## src/hdl/itoaf_pkg.sv

```systemverilog
// Shared types, character codes and the hex digit-to-ASCII mapping
// for the integer-to-ASCII formatter. No dependencies.
`timescale 1ns / 1ps

package itoaf_pkg;

	localparam int unsigned NUM_DIGITS = 10;
	localparam int unsigned WORK_W     = 33;
	localparam int unsigned CHAR_W     = 7;

	// Ten BCD or hex digits; index 9 is the most significant.
	typedef logic [NUM_DIGITS-1:0][3:0] digits_t;
	typedef logic [WORK_W-1:0]          work_t;
	typedef logic [CHAR_W-1:0]          char_t;

	typedef enum logic [1:0] {
		CMD_HEX  = 2'd0,
		CMD_UDEC = 2'd1,
		CMD_SDEC = 2'd2,
		CMD_NONE = 2'd3
	} cmd_t;

	localparam char_t CHAR_ZERO  = 7'h30;
	localparam char_t CHAR_UPPER = 7'h41;
	localparam char_t CHAR_MINUS = 7'h2D;
	localparam char_t CHAR_X     = 7'h78;

	function automatic char_t hex_char(input logic [3:0] d);
		char_t c;
		if (d > 4'd9) begin
			c = CHAR_UPPER + char_t'(d) - char_t'(10);
		end else begin
			c = CHAR_ZERO + char_t'(d);
		end
		return c;
	endfunction

endpackage

```

## src/hdl/itoaf_bcd_step.sv

```systemverilog
// One double-dabble step: add-3 correction on every BCD digit, then shift
// the digit vector and the binary work word left by one. Uses itoaf_pkg.
`timescale 1ns / 1ps

module itoaf_bcd_step import itoaf_pkg::*; (
	input  digits_t d_in,
	input  work_t   w_in,
	output digits_t d_out,
	output work_t   w_out
);

	digits_t adj;

	always_comb begin
		for (int k = 0; k < NUM_DIGITS; k++) begin
			adj[k] = (d_in[k] >= 4'd5) ? (d_in[k] + 4'd3) : d_in[k];
		end
	end

	// Shift the binary MSB into the least significant BCD digit.
	assign {d_out, w_out} = {adj[NUM_DIGITS-1:0], w_in} << 1;

endmodule

```

## src/hdl/integer_to_ascii_formatter_unit.sv

```systemverilog
// Integer-to-ASCII formatter: one number in, a run of ASCII characters out.
// Hex: an accept step, the two prefix characters when asked, a skip step per dropped
// leading zero plus one to leave, then one character per digit.
// Decimal: an accept step, the double-dabble steps on the shared BCD step unit, a sign
// character for negatives, skip steps as for hex, then one character per digit.
// One number at a time: in_ready is high only while the sequencer is idle, and output
// stalls hold it. arst_n clears state, count, position and output valid only.
`timescale 1ns / 1ps

module integer_to_ascii_formatter_unit import itoaf_pkg::*; (
	input  logic        clk,
	input  logic        arst_n,
	input  logic        in_valid,
	output logic        in_ready,
	input  logic [1:0]  cmd,
	input  logic [31:0] value,
	input  logic [3:0]  min_digits,
	input  logic        add_prefix,
	output logic        out_valid,
	input  logic        out_ready,
	output logic [6:0]  ascii_char,
	output logic        last
);

	localparam logic [5:0] BCD_STEPS = 6'(WORK_W);

	typedef enum logic [5:0] {
		ST_IDLE   = 6'b000001,
		ST_DABBLE = 6'b000010,
		ST_PFX0   = 6'b000100,
		ST_PFX1   = 6'b001000,
		ST_SKIP   = 6'b010000,
		ST_DIGIT  = 6'b100000
	} state_t;

	state_t      state_q, state_d;
	digits_t     digits_q, digits_d;
	work_t       work_q, work_d;
	logic [5:0]  cnt_q, cnt_d;
	logic [3:0]  pos_q, pos_d;
	logic [3:0]  min_q, min_d;
	logic        neg_q, neg_d;
	logic        out_valid_q, out_valid_d;
	char_t       char_q, char_d;
	logic        last_q, last_d;

	logic        out_free;
	logic        load_out;
	logic [3:0]  cur_digit;
	logic [3:0]  hex_min;
	work_t       mag;
	logic        is_neg;
	digits_t     step_digits;
	work_t       step_work;

	// Shared arithmetic unit: one BCD correct-and-shift per cycle.
	itoaf_bcd_step u_step (
		.d_in  (digits_q),
		.w_in  (work_q),
		.d_out (step_digits),
		.w_out (step_work)
	);

	assign in_ready   = (state_q == ST_IDLE);
	assign out_valid  = out_valid_q;
	assign ascii_char = char_q;
	assign last       = last_q;

	// Output register takes a new character when empty or being drained.
	assign out_free  = !out_valid_q || out_ready;
	assign cur_digit = digits_q[pos_q];

	// Hex minimum: zero counts as one, anything above eight saturates.
	always_comb begin
		if (min_digits == 4'd0) begin
			hex_min = 4'd1;
		end else if (min_digits > 4'd8) begin
			hex_min = 4'd8;
		end else begin
			hex_min = min_digits;
		end
	end

	// Signed mode takes the magnitude in 33 bits so the most negative value fits.
	assign is_neg = (cmd == CMD_SDEC) && value[31];
	assign mag    = is_neg ? (work_t'(33'h1_0000_0000) - {1'b0, value}) : {1'b0, value};

	always_comb begin
		state_d  = state_q;
		digits_d = digits_q;
		work_d   = work_q;
		cnt_d    = cnt_q;
		pos_d    = pos_q;
		min_d    = min_q;
		neg_d    = neg_q;
		char_d   = char_q;
		last_d   = last_q;
		load_out = 1'b0;

		case (state_q)
			ST_IDLE: begin
				if (in_valid) begin
					case (cmd)
						CMD_HEX: begin
							// Hex digits sit directly in the low eight slots.
							digits_d = {8'h00, value};
							pos_d    = 4'd7;
							min_d    = hex_min;
							neg_d    = 1'b0;
							state_d  = add_prefix ? ST_PFX0 : ST_SKIP;
						end
						CMD_UDEC, CMD_SDEC: begin
							digits_d = '0;
							work_d   = mag;
							cnt_d    = BCD_STEPS;
							pos_d    = 4'd9;
							min_d    = 4'd1;
							neg_d    = is_neg;
							state_d  = ST_DABBLE;
						end
						default: begin
							// Mode three: drop the transfer, emit nothing.
						end
					endcase
				end
			end
			ST_DABBLE: begin
				digits_d = step_digits;
				work_d   = step_work;
				cnt_d    = cnt_q - 6'd1;
				if (cnt_q == 6'd1) begin
					state_d = neg_q ? ST_PFX0 : ST_SKIP;
				end
			end
			ST_PFX0: begin
				// First lead-in character: '-' for negatives, else '0' of "0x".
				if (out_free) begin
					load_out = 1'b1;
					char_d   = neg_q ? CHAR_MINUS : CHAR_ZERO;
					last_d   = 1'b0;
					state_d  = neg_q ? ST_SKIP : ST_PFX1;
				end
			end
			ST_PFX1: begin
				if (out_free) begin
					load_out = 1'b1;
					char_d   = CHAR_X;
					last_d   = 1'b0;
					state_d  = ST_SKIP;
				end
			end
			ST_SKIP: begin
				// Drop leading zeros until only the minimum digit count remains.
				if ((cur_digit == 4'd0) && (pos_q >= min_q)) begin
					pos_d = pos_q - 4'd1;
				end else begin
					state_d = ST_DIGIT;
				end
			end
			ST_DIGIT: begin
				if (out_free) begin
					load_out = 1'b1;
					char_d   = hex_char(cur_digit);
					last_d   = (pos_q == 4'd0);
					if (pos_q == 4'd0) begin
						state_d = ST_IDLE;
					end else begin
						pos_d = pos_q - 4'd1;
					end
				end
			end
			default: begin
				state_d = ST_IDLE;
			end
		endcase
	end

	// Hold the character until the transfer completes.
	always_comb begin
		if (load_out) begin
			out_valid_d = 1'b1;
		end else if (out_ready) begin
			out_valid_d = 1'b0;
		end else begin
			out_valid_d = out_valid_q;
		end
	end

	always_ff @(posedge clk or negedge arst_n) begin
		if (!arst_n) begin
			state_q     <= ST_IDLE;
			out_valid_q <= 1'b0;
			cnt_q       <= '0;
			pos_q       <= '0;
		end else begin
			state_q     <= state_d;
			out_valid_q <= out_valid_d;
			cnt_q       <= cnt_d;
			pos_q       <= pos_d;
		end
	end

	always_ff @(posedge clk) begin
		digits_q <= digits_d;
		work_q   <= work_d;
		min_q    <= min_d;
		neg_q    <= neg_d;
		char_q   <= char_d;
		last_q   <= last_d;
	end

endmodule
```

## config.mk

```make
export PLATFORM = sky130hd
export DESIGN_NAME = integer_to_ascii_formatter_unit
export DESIGN_NICKNAME = d
export VERILOG_FILES = /design/src/hdl/itoaf_pkg.sv /design/src/hdl/itoaf_bcd_step.sv /design/src/hdl/integer_to_ascii_formatter_unit.sv
export SDC_FILE = /design/constraint.sdc
export NUM_CORES = 1
export LEC_CHECK = 0
export ABC_CLOCK_PERIOD_IN_PS = 3760
export BUFFER_PORTS_ARGS = -buffer_cell sky130_fd_sc_hd__buf_2
export CORE_UTILIZATION = 34
export DETAILED_ROUTE_END_ITERATION = 6
export GPL_ROUTABILITY_DRIVEN = 0
export PLACE_DENSITY = 0.47
export SYNTH_ARGS = -nofsm -noshare
export SYNTH_HDL_FRONTEND = slang
export SYNTH_SLANG_ARGS = --single-unit
```

## constraint.sdc

```tcl
create_clock -name clk -period 3.76 [get_ports clk]
set_input_delay 0.752 -clock clk [delete_from_list [all_inputs] [get_ports clk]]
set_output_delay 0.752 -clock clk [all_outputs]
set_load 0.005 [all_outputs]
```

---- After elaboration in Yosys (flattened, before gate mapping) ----
Cells that the tools add are included.
operators by class
  $add $sub $neg .......................... 16
  multiply operators ...................... 0
  div/mod/pow operators ................... 0
  $lt $le $gt $ge ......................... 14
  equal/unequal tests ..................... 21
  shift operators ......................... 0
  multiplexer cells ....................... 57
  bitwise gates (word level) .............. 0
  reductions and logical operators ........ 24
operators with widths
  operator                count
  $pmux 40 s2             2
  $mux 33                 3
  $pmux 33 s2             1
  $mux 4                  16
  $mux 6                  9
  $ge 4x3->1 const B      10
  $mux 40                 1
  $add 4x2->4 const B     9
  $pmux 6 s6              1
  $sub 33x32->33 const A  1
  $mux 7                  4
  $pmux 6 s2              2
  $pmux 7 s3              1
  $mux 5                  4
  $ne 2x2->1 const B      9
  $bmux 4 s4              1
  $pmux 4 s2              2
  $eq 6x1->1 const B      2
  $logic_not 4->1         3
  $pmux 4 s3              1
  $reduce_and 3->1        4
  $gt 4x4->1 const B      2
  $reduce_and 8->1        1
  $reduce_bool 2->1       4
  other kinds (29)        39
word-level totals
  bits in registers ....................... 103
  bits in latches ......................... 0
  RAM bits ................................ 0
  memory bits (read-only) ................. 0
  input bits .............................. 43
  output and inout port bits .............. 10
  word-level logic and storage cells ...... 151
  memories ................................ 0

---- Logic depth before layout (Yosys ltp) ----
Gate-level depths: netlist of the first run.
  word-level depth ........................ 7
  depth in mapped cells ................... 11
  mapped depth without buffers ............ 9

---- Cells and area by module ----
From an unflattened synthesis of the first run, not the netlist that was laid out.
unflattened totals
  cells, all modules ...................... 820
  area total of the unflattened synthesis .. 7,578.5 µm²
by module, submodules not included
  module                           times used  cells each  area an instance (µm²)  seq. area each (µm²)
  integer_to_ascii_formatter_unit  1           629         6,326.1                 3,009.1
  itoaf_bcd_step                   1           191         1,252.5                 0.0

---- Worst setup path after synthesis of the first run ----
No wires, ideal clock.
  path type ............................... input-to-reg
  start ................................... input port cmd[0]
  end ..................................... register digits_q[0] (netlist name) (enable)
  library setup time ...................... 0.398 ns
  arrival time ............................ 2.647 ns
  data required time ...................... 3.362 ns
  path slack .............................. 0.715 ns
  stages .................................. 6
  buffers on the path ..................... 1
  cell sequence ........................... inv_1 > ha_1 > clkbuf_1 > o21ai_0 > or2_2 > nand2_1
on the way
  cells in the longest elaborated chain, start to end .. 4
  elaborated cells between the ends (all ways) .. 6
  classes of those cells .................. eq/ne (3); reduce/logical (3)
RTL lines
  what                                             line                                    source
  start, declared                                  integer_to_ascii_formatter_unit.sv:15   input logic [1:0] cmd,
  $eq 2x2->1 / $eq 2x1->1 (equally long branches)  integer_to_ascii_formatter_unit.sv:103  case (cmd)
  $reduce_or 2->1                                  integer_to_ascii_formatter_unit.sv:103
  $ne 3x1->1 (no line) *                           --
  $reduce_and 3->1 (no line) *                     --
  end signal, assigned                             integer_to_ascii_formatter_unit.sv:204  digits_q <= digits_d;
  end, declared                                    integer_to_ascii_formatter_unit.sv:37   digits_t digits_q, digits_d;
Mark *: on every way between the ends. The rest lies on a longest branch, timed or not.
A chain may end at the register's enable or synchronous reset.

---- Worst setup path in the final report of the first run ----
  start ................................... register pos_q[0]
  end ..................................... register pos_q[1]
on the way
  cells in the longest elaborated chain, start to end .. 6
  elaborated cells between the ends (all ways) .. 14
  classes of those cells .................. add/sub (1); order compare (1); eq/ne (2); mux (6); reduce/logical (4)
RTL lines
  what                          line                                    source
  start, declared               integer_to_ascii_formatter_unit.sv:40   logic [3:0] pos_q, pos_d;
  start signal, assigned        integer_to_ascii_formatter_unit.sv:199  pos_q <= pos_d;
  $bmux 4 s4                    integer_to_ascii_formatter_unit.sv:71   assign cur_digit = digits_q[pos_q];
  $mux 4 (implied by the code)  integer_to_ascii_formatter_unit.sv:71
  $logic_not 4->1               integer_to_ascii_formatter_unit.sv:154  if ((cur_digit == 4'd0) && (pos_q >= min_q)) begin
  $logic_and 1x1->1             integer_to_ascii_formatter_unit.sv:154
  $ne 2x2->1 (no line)          --
  $reduce_and 6->1 (no line)    --
Several ways; a longest one is shown, not always the timed one. The select of a mux whose other input is x is not followed.

==> impl_metrics.env, run 1 <==
export IMPL_swShare=0.373
export IMPL_end_kind="flip-flop"
export IMPL_p_per_area_nw_per_um2=631
export IMPL_vias=5008
export IMPL_synth_area_um2=6680
export IMPL_r2r_start="pos_q[0]$_DFFE_PN0P_"
export IMPL_cap_violations=0
export IMPL_period_needed_ns=3.00
export IMPL_antenna_found_initial=0
export IMPL_cts_root_buf="clkbuf_16"
export IMPL_routed_wl_mm=16.0
export IMPL_clock_skew_ns=0.00888
export IMPL_fin_nets=800
export IMPL_power_leakage_nw=2.89
export IMPL_post_route_period_util=0.799
export IMPL_met2_usage=0.283
export IMPL_ir_drop_mv=0.294
export IMPL_drt_iter0_drc=265
export IMPL_hold_viol=0
export IMPL_h_tree_depth=3
export IMPL_reg2reg_to="pos_q[1]$_DFFE_PN0P_"
export IMPL_synth_commonest_cells="86 x edfxtp_1, 73 x o21ai_0, 60 x nor2_1, 55 x nand2_1, 49 x a21oi_1"
export IMPL_grt_total_usage=0.168
export IMPL_synth_nets=759
export IMPL_path_clk_slew_ns=0.08
export IMPL_drive_above_1_share=0.147
export IMPL_cts_resized=0
export IMPL_total_power_w=0.00475
export IMPL_cts_made_buffers=9
export IMPL_cts_tree="yes"
export IMPL_avgSynthCellArea_um2=9.79
export IMPL_via_per_inst=5.07
export IMPL_dieArea_um2=20200
export IMPL_synth_seq_cells=103
export IMPL_insertion_delay_ns=0.35
export IMPL_cp_max_fo=10
export IMPL_status="complete, no violations"
export IMPL_row_count=50
export IMPL_n_antenna_cell=0
export IMPL_p_comb_frac=0.363
export IMPL_start_util=0.352
export IMPL_synth_largest_area_cell="edfxtp_1"
export IMPL_die_y_um=142
export IMPL_place_hpwl_mm=11.5
export IMPL_cts_buffer_depth=2
export IMPL_worstPathArrival_ns=3.25
export IMPL_grt_pass1_vias=5004
export IMPL_fmax_mhz=333
export IMPL_rsz0062_at_grt="false"
export IMPL_gr_max_usage_layer="met2"
export IMPL_ys_flop_type="edfxtp_1"
export IMPL_startpoint_type="flip-flop"
export IMPL_crit_slowest_cell="dfrtp_1"
export IMPL_routedWlPerCell_um=16.2
export IMPL_synth_cell_types=60
export IMPL_crit_type="reg2reg"
export IMPL_p_sw_w=0.00177
export IMPL_hold_path_class="in2async"
export IMPL_fp_dieW_um=142
export IMPL_max_slew_margin_rel=0.241
export IMPL_drt_first_pass_iters=4
export IMPL_fin_setup_tns_ns=0
export IMPL_gr_total_overflow=0
export IMPL_setup_violations=0
export IMPL_final_antenna_net_count=0
export IMPL_max_slew_worst_pin_slew_ns=1.14
export IMPL_p_seq_frac=0.415
export IMPL_post_cts_buffers=0
export IMPL_required_ns=4.00
export IMPL_areaGrowthSynthToFinish_pct=12.7
export IMPL_grt_pass1_wl_mm=26.1
export IMPL_finalMaxSlewViolations=0
export IMPL_coreArea_um2=19000
export IMPL_n_fill_cell=1898
export IMPL_yosysWarnings=0
export IMPL_clkSinkCount=103
export IMPL_synth_seq_area_share=0.451
export IMPL_met1_usage=0.219
export IMPL_grt_max_degree=87
export IMPL_cp_cell_sequence="mux4_1, a22oi_1, o21ai_0, inv_1, ha_1, and4b_1, o221a_2, mux2_2"
export IMPL_yosysMostFrequentCell="edfxtp_1"
export IMPL_use_met3=0.0215
export IMPL_drc=0
export IMPL_synth_area_leaders="edfxtp_1 39%, ha_1 6.4%, dfrtp_1 6.0%"
export IMPL_reg2reg_depth=8
export IMPL_clockPowerShare=0.222
export IMPL_p_int_w=0.00298
export IMPL_synthCells=682
export IMPL_hold_buffers=0
export IMPL_r2r_slack_ns=0.76
export IMPL_slowest_delay_ns=0.65
export IMPL_synth_top_cell_area_share=0.387
export IMPL_ios=53
export IMPL_portBuffers=52
export IMPL_async_flop_share=0.165
export IMPL_synth_edf_count=86
-- cell usage in the layout (no fill, tap or decap), drive strengths merged, types with 14 or more instances in the layout --
cell type / netlist / layout
a21oi: 49 / 49
o21ai: 73 / 73
inv: 41 / 43
edfxtp: 86 / 86
xor2: 25 / 25
nor3: 17 / 17
nand2: 56 / 56
nand3: 30 / 30
nor3b: 14 / 14
buf: 11 / 61
dfrtp: 16 / 16
xnor2: 30 / 30
ha: 34 / 34
nor2: 60 / 60
-- flip-flops by register name, summed over array words and instances, names as in the netlist --
name	flops
out_valid	1
state_q	6
min_q	4
neg_q	1
cnt_q	6
digits_q	40
work_q	33
ascii_char	7
last	1
pos_q	4
-- cell type report --
| class | instances | area (um2) | area share |
|---|---|---|---|
| clock buffer | 9 | 225 | 0.0299 |
| clock inverter | 7 | 105 | 0.0140 |
| inverter | 41 | 154 | 0.0205 |
| multi-input combinational | 507 | 3380 | 0.449 |
| sequential | 103 | 3010 | 0.400 |
| tap | 260 | 325 | 0.0432 |
| timing repair buffer | 61 | 328 | 0.0436 |
-- per-stage QoR --
step	utilization	hold WS [ns]	cell area (um2)	worst slack, ns	instances
floorplan	-	0.456	6680	0.715	682
global placement	0.380	0.505	7190	0.775	972
detailed placement	0.380	0.513	7190	0.721	972
CTS	0.397	0.318	7520	0.724	988
global route	0.397	0.339	7520	0.497	988
finish	0.397	0.316	7520	0.757	988
-- worst max path at each step --
stage,startpoint,to,cells after the start
floorplan,cmd[0],digits_q[0]$_DFFE_PP_,6
global placement,value[16],work_q[29]$_DFFE_PP_,7
detailed placement,cmd[0],digits_q[25]$_DFFE_PP_,7
CTS,pos_q[0]$_DFFE_PN0P_,pos_q[1]$_DFFE_PN0P_,8
global route,pos_q[0]$_DFFE_PN0P_,ascii_char[1]$_DFFE_PP_,9
finish,pos_q[0]$_DFFE_PN0P_,pos_q[1]$_DFFE_PN0P_,8
-- critical path: cells and delay by family (launching register included) --
family                     cells  cell delay, ns
muxes                          2            0.97
AOI/OAI and AO/OA              3            0.64
and+or+nand+nor                1            0.30
DFF                            1            0.65
adders and majority gates      1            0.20
buffers and inverters          1            0.13
-- power by group through the flow --
| stage | registers [W] | logic [W] | clock network, W |
|---|---|---|---|
| 2_1_floorplan | 0.00185 | 0.00140 | 0 |
| 3_3_place_gp | 0.00199 | 0.00170 | 0 |
| 3_5_place_dp | 0.00200 | 0.00174 | 0 |
| 4_1_cts | 0.00197 | 0.00175 | 0.00109 |
| 5_1_grt | 0.00203 | 0.00197 | 0.00113 |
| 6_report | 0.00197 | 0.00173 | 0.00105 |
-- routing by layer --
metal | up-vias | part of all wire
li1 | 2554 | -
met1 | 2358 | 0.48
met2 | 85 | 0.48
met3 | 11 | 0.031
met4 | 0 | 0.014
met5 | - | 0
-- kinds of logic (layout without fill, tap and decap cells) --
family          count (synthesis)  in the layout  share of synthesized area
compound gates                174            174                      0.156
xor+xnor                       55             55                     0.0721
fa+ha+maj                      34             34                     0.0637
buf+inv                        72            118                     0.0442
flops                         103            103                      0.451
mux                            19             19                     0.0412
simple gates                  225            225                      0.172
Note: power is estimated with default switching activity, not from simulation.
==> run 2, diff against run 1 <==
ABC_CLOCK_PERIOD_IN_PS = 2800   (was 3760)
clock period = 2.8 ns   (was 3.76 ns; I/O delays follow)
==> run 2 against run 1 <==
Net effect:
- utilization up 0.93 points
- worst hold slack got worse by 0.17 ns
- total power up 35%
- wire length is 1.2% higher
- count of clock-buffer cells in the layout increased by 2
- worst setup slack worse by 0.58 ns
- non-clock buffer count increased by 20
- fmax up 14%
- critical path depth increased by 1
- critical endpoint unchanged
- final cell count rose by 2.0%
==> impl_metrics.env, run 2 (synthesis results as in run 1) <==
export IMPL_max_slew_margin_rel=0.417
export IMPL_reg2reg_to="pos_q[1]$_DFFE_PN0P_"
export IMPL_rsz0062_at_grt="false"
export IMPL_hold_viol=0
export IMPL_period_needed_ns=2.62
export IMPL_via_per_inst=5.05
export IMPL_fp_dieW_um=142
export IMPL_max_slew_worst_pin_slew_ns=0.874
export IMPL_routedWlPerCell_um=16.0
export IMPL_r2r_slack_ns=0.18
export IMPL_vias=5089
export IMPL_utilization=0.406
export IMPL_r2r_start="pos_q[0]$_DFFE_PN0P_"
export IMPL_dieArea_um2=20200
export IMPL_final_antenna_net_count=0
export IMPL_power_leakage_nw=2.97
export IMPL_cap_violations=0
export IMPL_drt_first_pass_iters=4
export IMPL_routed_wl_mm=16.2
export IMPL_largest_reg_flops=40
export IMPL_ios=53
export IMPL_post_cts_buffers=0
export IMPL_crit_type="reg2reg"
export IMPL_mostFrequentLayoutCell="edfxtp_1"
export IMPL_drive_above_1_share=0.171
export IMPL_largest_register="digits_q"
export IMPL_cts_root_buf="clkbuf_16"
export IMPL_reg2reg_depth=9
export IMPL_row_count=50
export IMPL_grt_pass1_wl_mm=26.3
export IMPL_path_clk_slew_ns=0.07
export IMPL_post_route_period_util=0.937
export IMPL_drc=0
export IMPL_setup_violations=0
export IMPL_status="complete, no violations"
export IMPL_hold_path_class="in2async"
export IMPL_fin_setup_tns_ns=0
export IMPL_areaGrowthSynthToFinish_pct=15.3
export IMPL_grt_pass1_vias=5039
export IMPL_drt_iter0_drc=208
export IMPL_worstPathArrival_ns=2.86
export IMPL_fmax_mhz=381
export IMPL_cts_buffer_depth=2
export IMPL_cts_tree="yes"
export IMPL_antenna_found_initial=0
export IMPL_cp_max_fo=6
export IMPL_hold_buffers=0
export IMPL_insertion_delay_ns=0.35
export IMPL_gr_total_overflow=0
export IMPL_cts_made_buffers=9
export IMPL_portBuffers=52
export IMPL_ir_drop_mv=0.333
export IMPL_critPathLaunch="pos_q[0]$_DFFE_PN0P_"
export IMPL_layout_setup_ws_ns=0.177
export IMPL_start_util=0.352
export IMPL_clkSinkCount=103
export IMPL_coreArea_um2=19000
export IMPL_startpoint_type="flip-flop"
export IMPL_clock_skew_ns=0.0105
export IMPL_n_fill_cell=1866
export IMPL_grt_total_usage=0.169
export IMPL_finalMaxSlewViolations=0
export IMPL_end_kind="flip-flop"
export IMPL_n_antenna_cell=0
export IMPL_cts_resized=1
export IMPL_p_per_area_nw_per_um2=835
export IMPL_grt_max_degree=88
export IMPL_fin_nets=820
export IMPL_required_ns=3.04
export IMPL_h_tree_depth=3
export IMPL_place_hpwl_mm=12.0
export IMPL_die_y_um=142
export IMPL_final_cell_mix="86 x edfxtp_1, 72 x o21ai_0, 60 x nor2_1, 54 x nand2_1, 52 x buf_2"
export IMPL_dp_slack_ns=0.0409
## run 2: cell count changes in the layout (fill, tap and decap cells not counted), sizes merged
cell / before / now
buf: 61 / 81
inv: 43 / 41
clkinvlp: 1 / 2
clkbuf: 9 / 11
bufinv: 2 / 1
## run 2: worst max-delay path, stage by stage (launching register included)
cell     delay (ns)
dfrtp_2        0.44
buf_4          0.15
mux4_2         0.49
mux2i_1        0.17
o22ai_1        0.12
inv_1          0.11
ha_1           0.19
and4b_1        0.23
o221a_2        0.25
mux2_2         0.34
## run 2: power by group
part	total (W)	switching [W]	internal (W)
Sequential	0.00258	0.000359	0.00222
Clock	0.00128	0.000581	0.000695
Combinational	0.00257	0.00145	0.00112
Total	0.00643	0.00239	0.00404
## run 2: layout make-up
type	instances	area [um2]	share of cell area
inverter	41	154	0.0200
sequential	103	3010	0.391
tap	260	325	0.0422
clock buffer	11	233	0.0302
clock inverter	5	58.8	0.00764
timing repair buffer	81	528	0.0686
multi-input combinational	507	3390	0.440
## run 2: worst max-delay path by stage
stage / slack, ns / end / depth (start not counted)
after floorplan: 0.13 / pos_q[0]$_DFFE_PN0P_ / 10
after global placement: 0.12 / work_q[29]$_DFFE_PP_ / 7
after detailed placement: 0.04 / ascii_char[1]$_DFFE_PP_ / 9
after CTS: 0.06 / pos_q[1]$_DFFE_PN0P_ / 8
after global routing: 0.006 / pos_q[0]$_DFFE_PN0P_ / 9
final: 0.18 / pos_q[1]$_DFFE_PN0P_ / 9
## run 2: per-stage QoR
step / total power, W / cells / area, um2 / hold slack (ns)
floorplan: 0.00435 / 682 / 6680 / 0.264
global placement: 0.00513 / 992 / 7400 / 0.502
detailed placement: 0.00518 / 992 / 7400 / 0.509
CTS: 0.00650 / 1008 / 7700 / 0.146
global route: 0.00692 / 1008 / 7700 / 0.169
finish: 0.00643 / 1008 / 7700 / 0.148
## run 2: layer usage
layer  vias up  wire (um)  track usage
li1       2593          -            -
met4         0        354       0.0696
met5         -          0            0
met1      2395       7750        0.218
met2        83       7580        0.283
met3        18        478       0.0246
==> run 3, diff against run 2 <==
CELL_PAD_IN_SITES_DETAIL_PLACEMENT = 2   (was default)
CELL_PAD_IN_SITES_GLOBAL_PLACEMENT = 2   (was default)
CORE_UTILIZATION = 31   (was 34)
PLACE_DENSITY = 0.63   (was 0.47)
REMOVE_ABC_BUFFERS = 1   (was default)
==> run 3 against run 2 <==
Net effect:
- design area rose by 0.83%
- wire length rose by 22%
- worst setup slack improved by 0.0075 ns
- clock power rose by 9%
- worst hold slack got worse by 0.020 ns
- final cell count rose by 1.7%
- highest routed layer unchanged
- fmax rose by 0.29%
- first-iteration DRC count fell by 16%
- combinational power rose by 5%
- critical path depth did not move
- die area rose by 9.5%
==> impl_metrics.env, run 3 (synthesis results as in run 1) <==
export IMPL_stdcell_count=1025
export IMPL_status="complete, no violations"
export IMPL_utilization=0.368
export IMPL_hold_viol=0
export IMPL_p_int_w=0.00414
export IMPL_grt_pass1_wl_mm=32.2
export IMPL_fin_nets=822
export IMPL_startpoint_type="flip-flop"
export IMPL_drive_above_1_share=0.176
export IMPL_antenna_found_initial=0
export IMPL_p_sw_w=0.00256
export IMPL_cts_tree="yes"
export IMPL_finalMaxSlewViolations=0
export IMPL_hold_buffers=0
export IMPL_end_kind="flip-flop"
export IMPL_largest_reg_flops=40
export IMPL_vias=5362
export IMPL_n_antenna_cell=0
export IMPL_mostFrequentLayoutCell="edfxtp_1"
export IMPL_r2r_slack_ns=0.18
export IMPL_clkSinkCount=103
export IMPL_cts_buffer_depth=2
export IMPL_grt_total_usage=0.188
export IMPL_ir_drop_mv=0.341
export IMPL_cts_made_buffers=9
export IMPL_max_slew_worst_pin_slew_ns=0.560
export IMPL_h_tree_depth=3
export IMPL_row_count=53
export IMPL_setup_violations=0
export IMPL_fp_dieW_um=149
export IMPL_period_needed_ns=2.62
export IMPL_routed_wl_mm=19.7
export IMPL_max_slew_margin_rel=0.625
export IMPL_post_place_cells=1008
export IMPL_cap_violations=0
export IMPL_crit_slowest_cell="mux4_2"
export IMPL_total_power_w=0.00670
export IMPL_final_antenna_net_count=0
export IMPL_gr_total_overflow=0
export IMPL_p_comb_frac=0.402
export IMPL_rsz0062_at_grt="false"
export IMPL_fin_area_um2=7760
export IMPL_hold_worst_slack_ns=0.128
export IMPL_fmax_mhz=382
export IMPL_p_per_area_nw_per_um2=863
export IMPL_routedWlPerCell_um=19.2
export IMPL_path_clk_slew_ns=0.08
export IMPL_p_seq_frac=0.391
export IMPL_slowest_delay_ns=0.50
export IMPL_drt_first_pass_iters=4
export IMPL_dieArea_um2=22100
export IMPL_required_ns=3.04
export IMPL_power_leakage_nw=3.00
export IMPL_worstPathArrival_ns=2.86
export IMPL_post_route_period_util=0.934
export IMPL_drc=0
export IMPL_grt_pass1_vias=5944
export IMPL_drt_iter0_drc=175
export IMPL_cp_max_fo=5
export IMPL_reg2reg_to="pos_q[0]$_DFFE_PN0P_"
export IMPL_crit_type="reg2reg"
export IMPL_insertion_delay_ns=0.36
export IMPL_cts_root_buf="clkbuf_16"
export IMPL_placed_area_um2=7430
export IMPL_path_buf_inv=2
export IMPL_ios=53
export IMPL_start_util=0.317
export IMPL_final_cell_mix="86 x edfxtp_1, 72 x o21ai_0, 60 x nor2_1, 55 x nand2_1, 52 x buf_2"
export IMPL_largest_register="digits_q"
export IMPL_reg2reg_depth=9
export IMPL_areaGrowthSynthToFinish_pct=16.3
export IMPL_grt_max_degree=55
export IMPL_place_hpwl_mm=15.0
export IMPL_cp_top_family="multiplexers"
export IMPL_via_per_inst=5.23
export IMPL_hold_path_class="in2async"
export IMPL_portBuffers=52
export IMPL_swShare=0.382
export IMPL_cp_cell_sequence="buf_12, mux4_2, mux2i_1, o22ai_1, inv_1, ha_1, and4b_1, o221a_2, mux2_2"
export IMPL_coreArea_um2=21100
export IMPL_r2r_start="pos_q[0]$_DFFE_PN0P_"
export IMPL_die_y_um=149
export IMPL_clock_skew_ns=0.00995
export IMPL_clockPowerShare=0.208
## run 3: cell count changes in the layout (fill, tap and decap cells not counted), sizes merged
cell and change:
buf +2, clkinv +1, bufinv +1, clkinvlp -1, clkbuf -1
## run 3: through the flow
step / setup slack (ns) / TNS, ns
global route: 0.0263 / 0
CTS: 0.0560 / 0
floorplan: -1.52 / -124.09
detailed placement: -0.00530 / -0.00530
global placement: 0.127 / 0
finish: 0.185 / 0
## run 3: worst max path at each step
| stage | endpoint | startpoint | slack, ns | depth (start not counted) |
|---|---|---|---|---|
| CTS | pos_q[0]$_DFFE_PN0P_ | pos_q[0]$_DFFE_PN0P_ | 0.06 | 9 |
| finish | pos_q[0]$_DFFE_PN0P_ | pos_q[0]$_DFFE_PN0P_ | 0.18 | 9 |
| global placement | work_q[29]$_DFFE_PP_ | value[1] | 0.13 | 7 |
| detailed placement | ascii_char[1]$_DFFE_PP_ | pos_q[0]$_DFFE_PN0P_ | -0.005 | 10 |
| floorplan | digits_q[0]$_DFFE_PP_ | state_q[2]$_DFFE_PN0P_ | -1.52 | 3 |
| global route | ascii_char[1]$_DFFE_PP_ | pos_q[0]$_DFFE_PN0P_ | 0.03 | 10 |
## run 3: area by class of cell
class	instances	area (um2)
fill	2354	13300
multi-input combinational	507	3400
sequential	103	3010
timing repair buffer	83	543
tap	275	344
clock buffer	10	229
inverter	41	154
clock inverter	6	85.1
## run 3: repair_timing
action	in CTS	in global routing
endpoints found under the setup margin	1	5
pin swaps	0	1
setup buffers	0	1
gates resized for setup	1	4
## run 3: power groups by stage
stage                     Sequential, W  Clock (W)  Combinational, W
after floorplan                 0.00257          0           0.00172
after global placement          0.00263          0           0.00254
after detailed placement        0.00266          0           0.00268
after CTS                       0.00263    0.00144           0.00271
after global routing            0.00268    0.00149           0.00304
final                           0.00262    0.00139           0.00269
## run 3: metal layers
| layer | part of all wire | GRT usage |
|---|---|---|
| met2 | 0.51 | 0.339 |
| met1 | 0.46 | 0.234 |
| met5 | 0 | 0 |
| met3 | 0.019 | 0.0223 |
| met4 | 0.014 | 0.0582 |
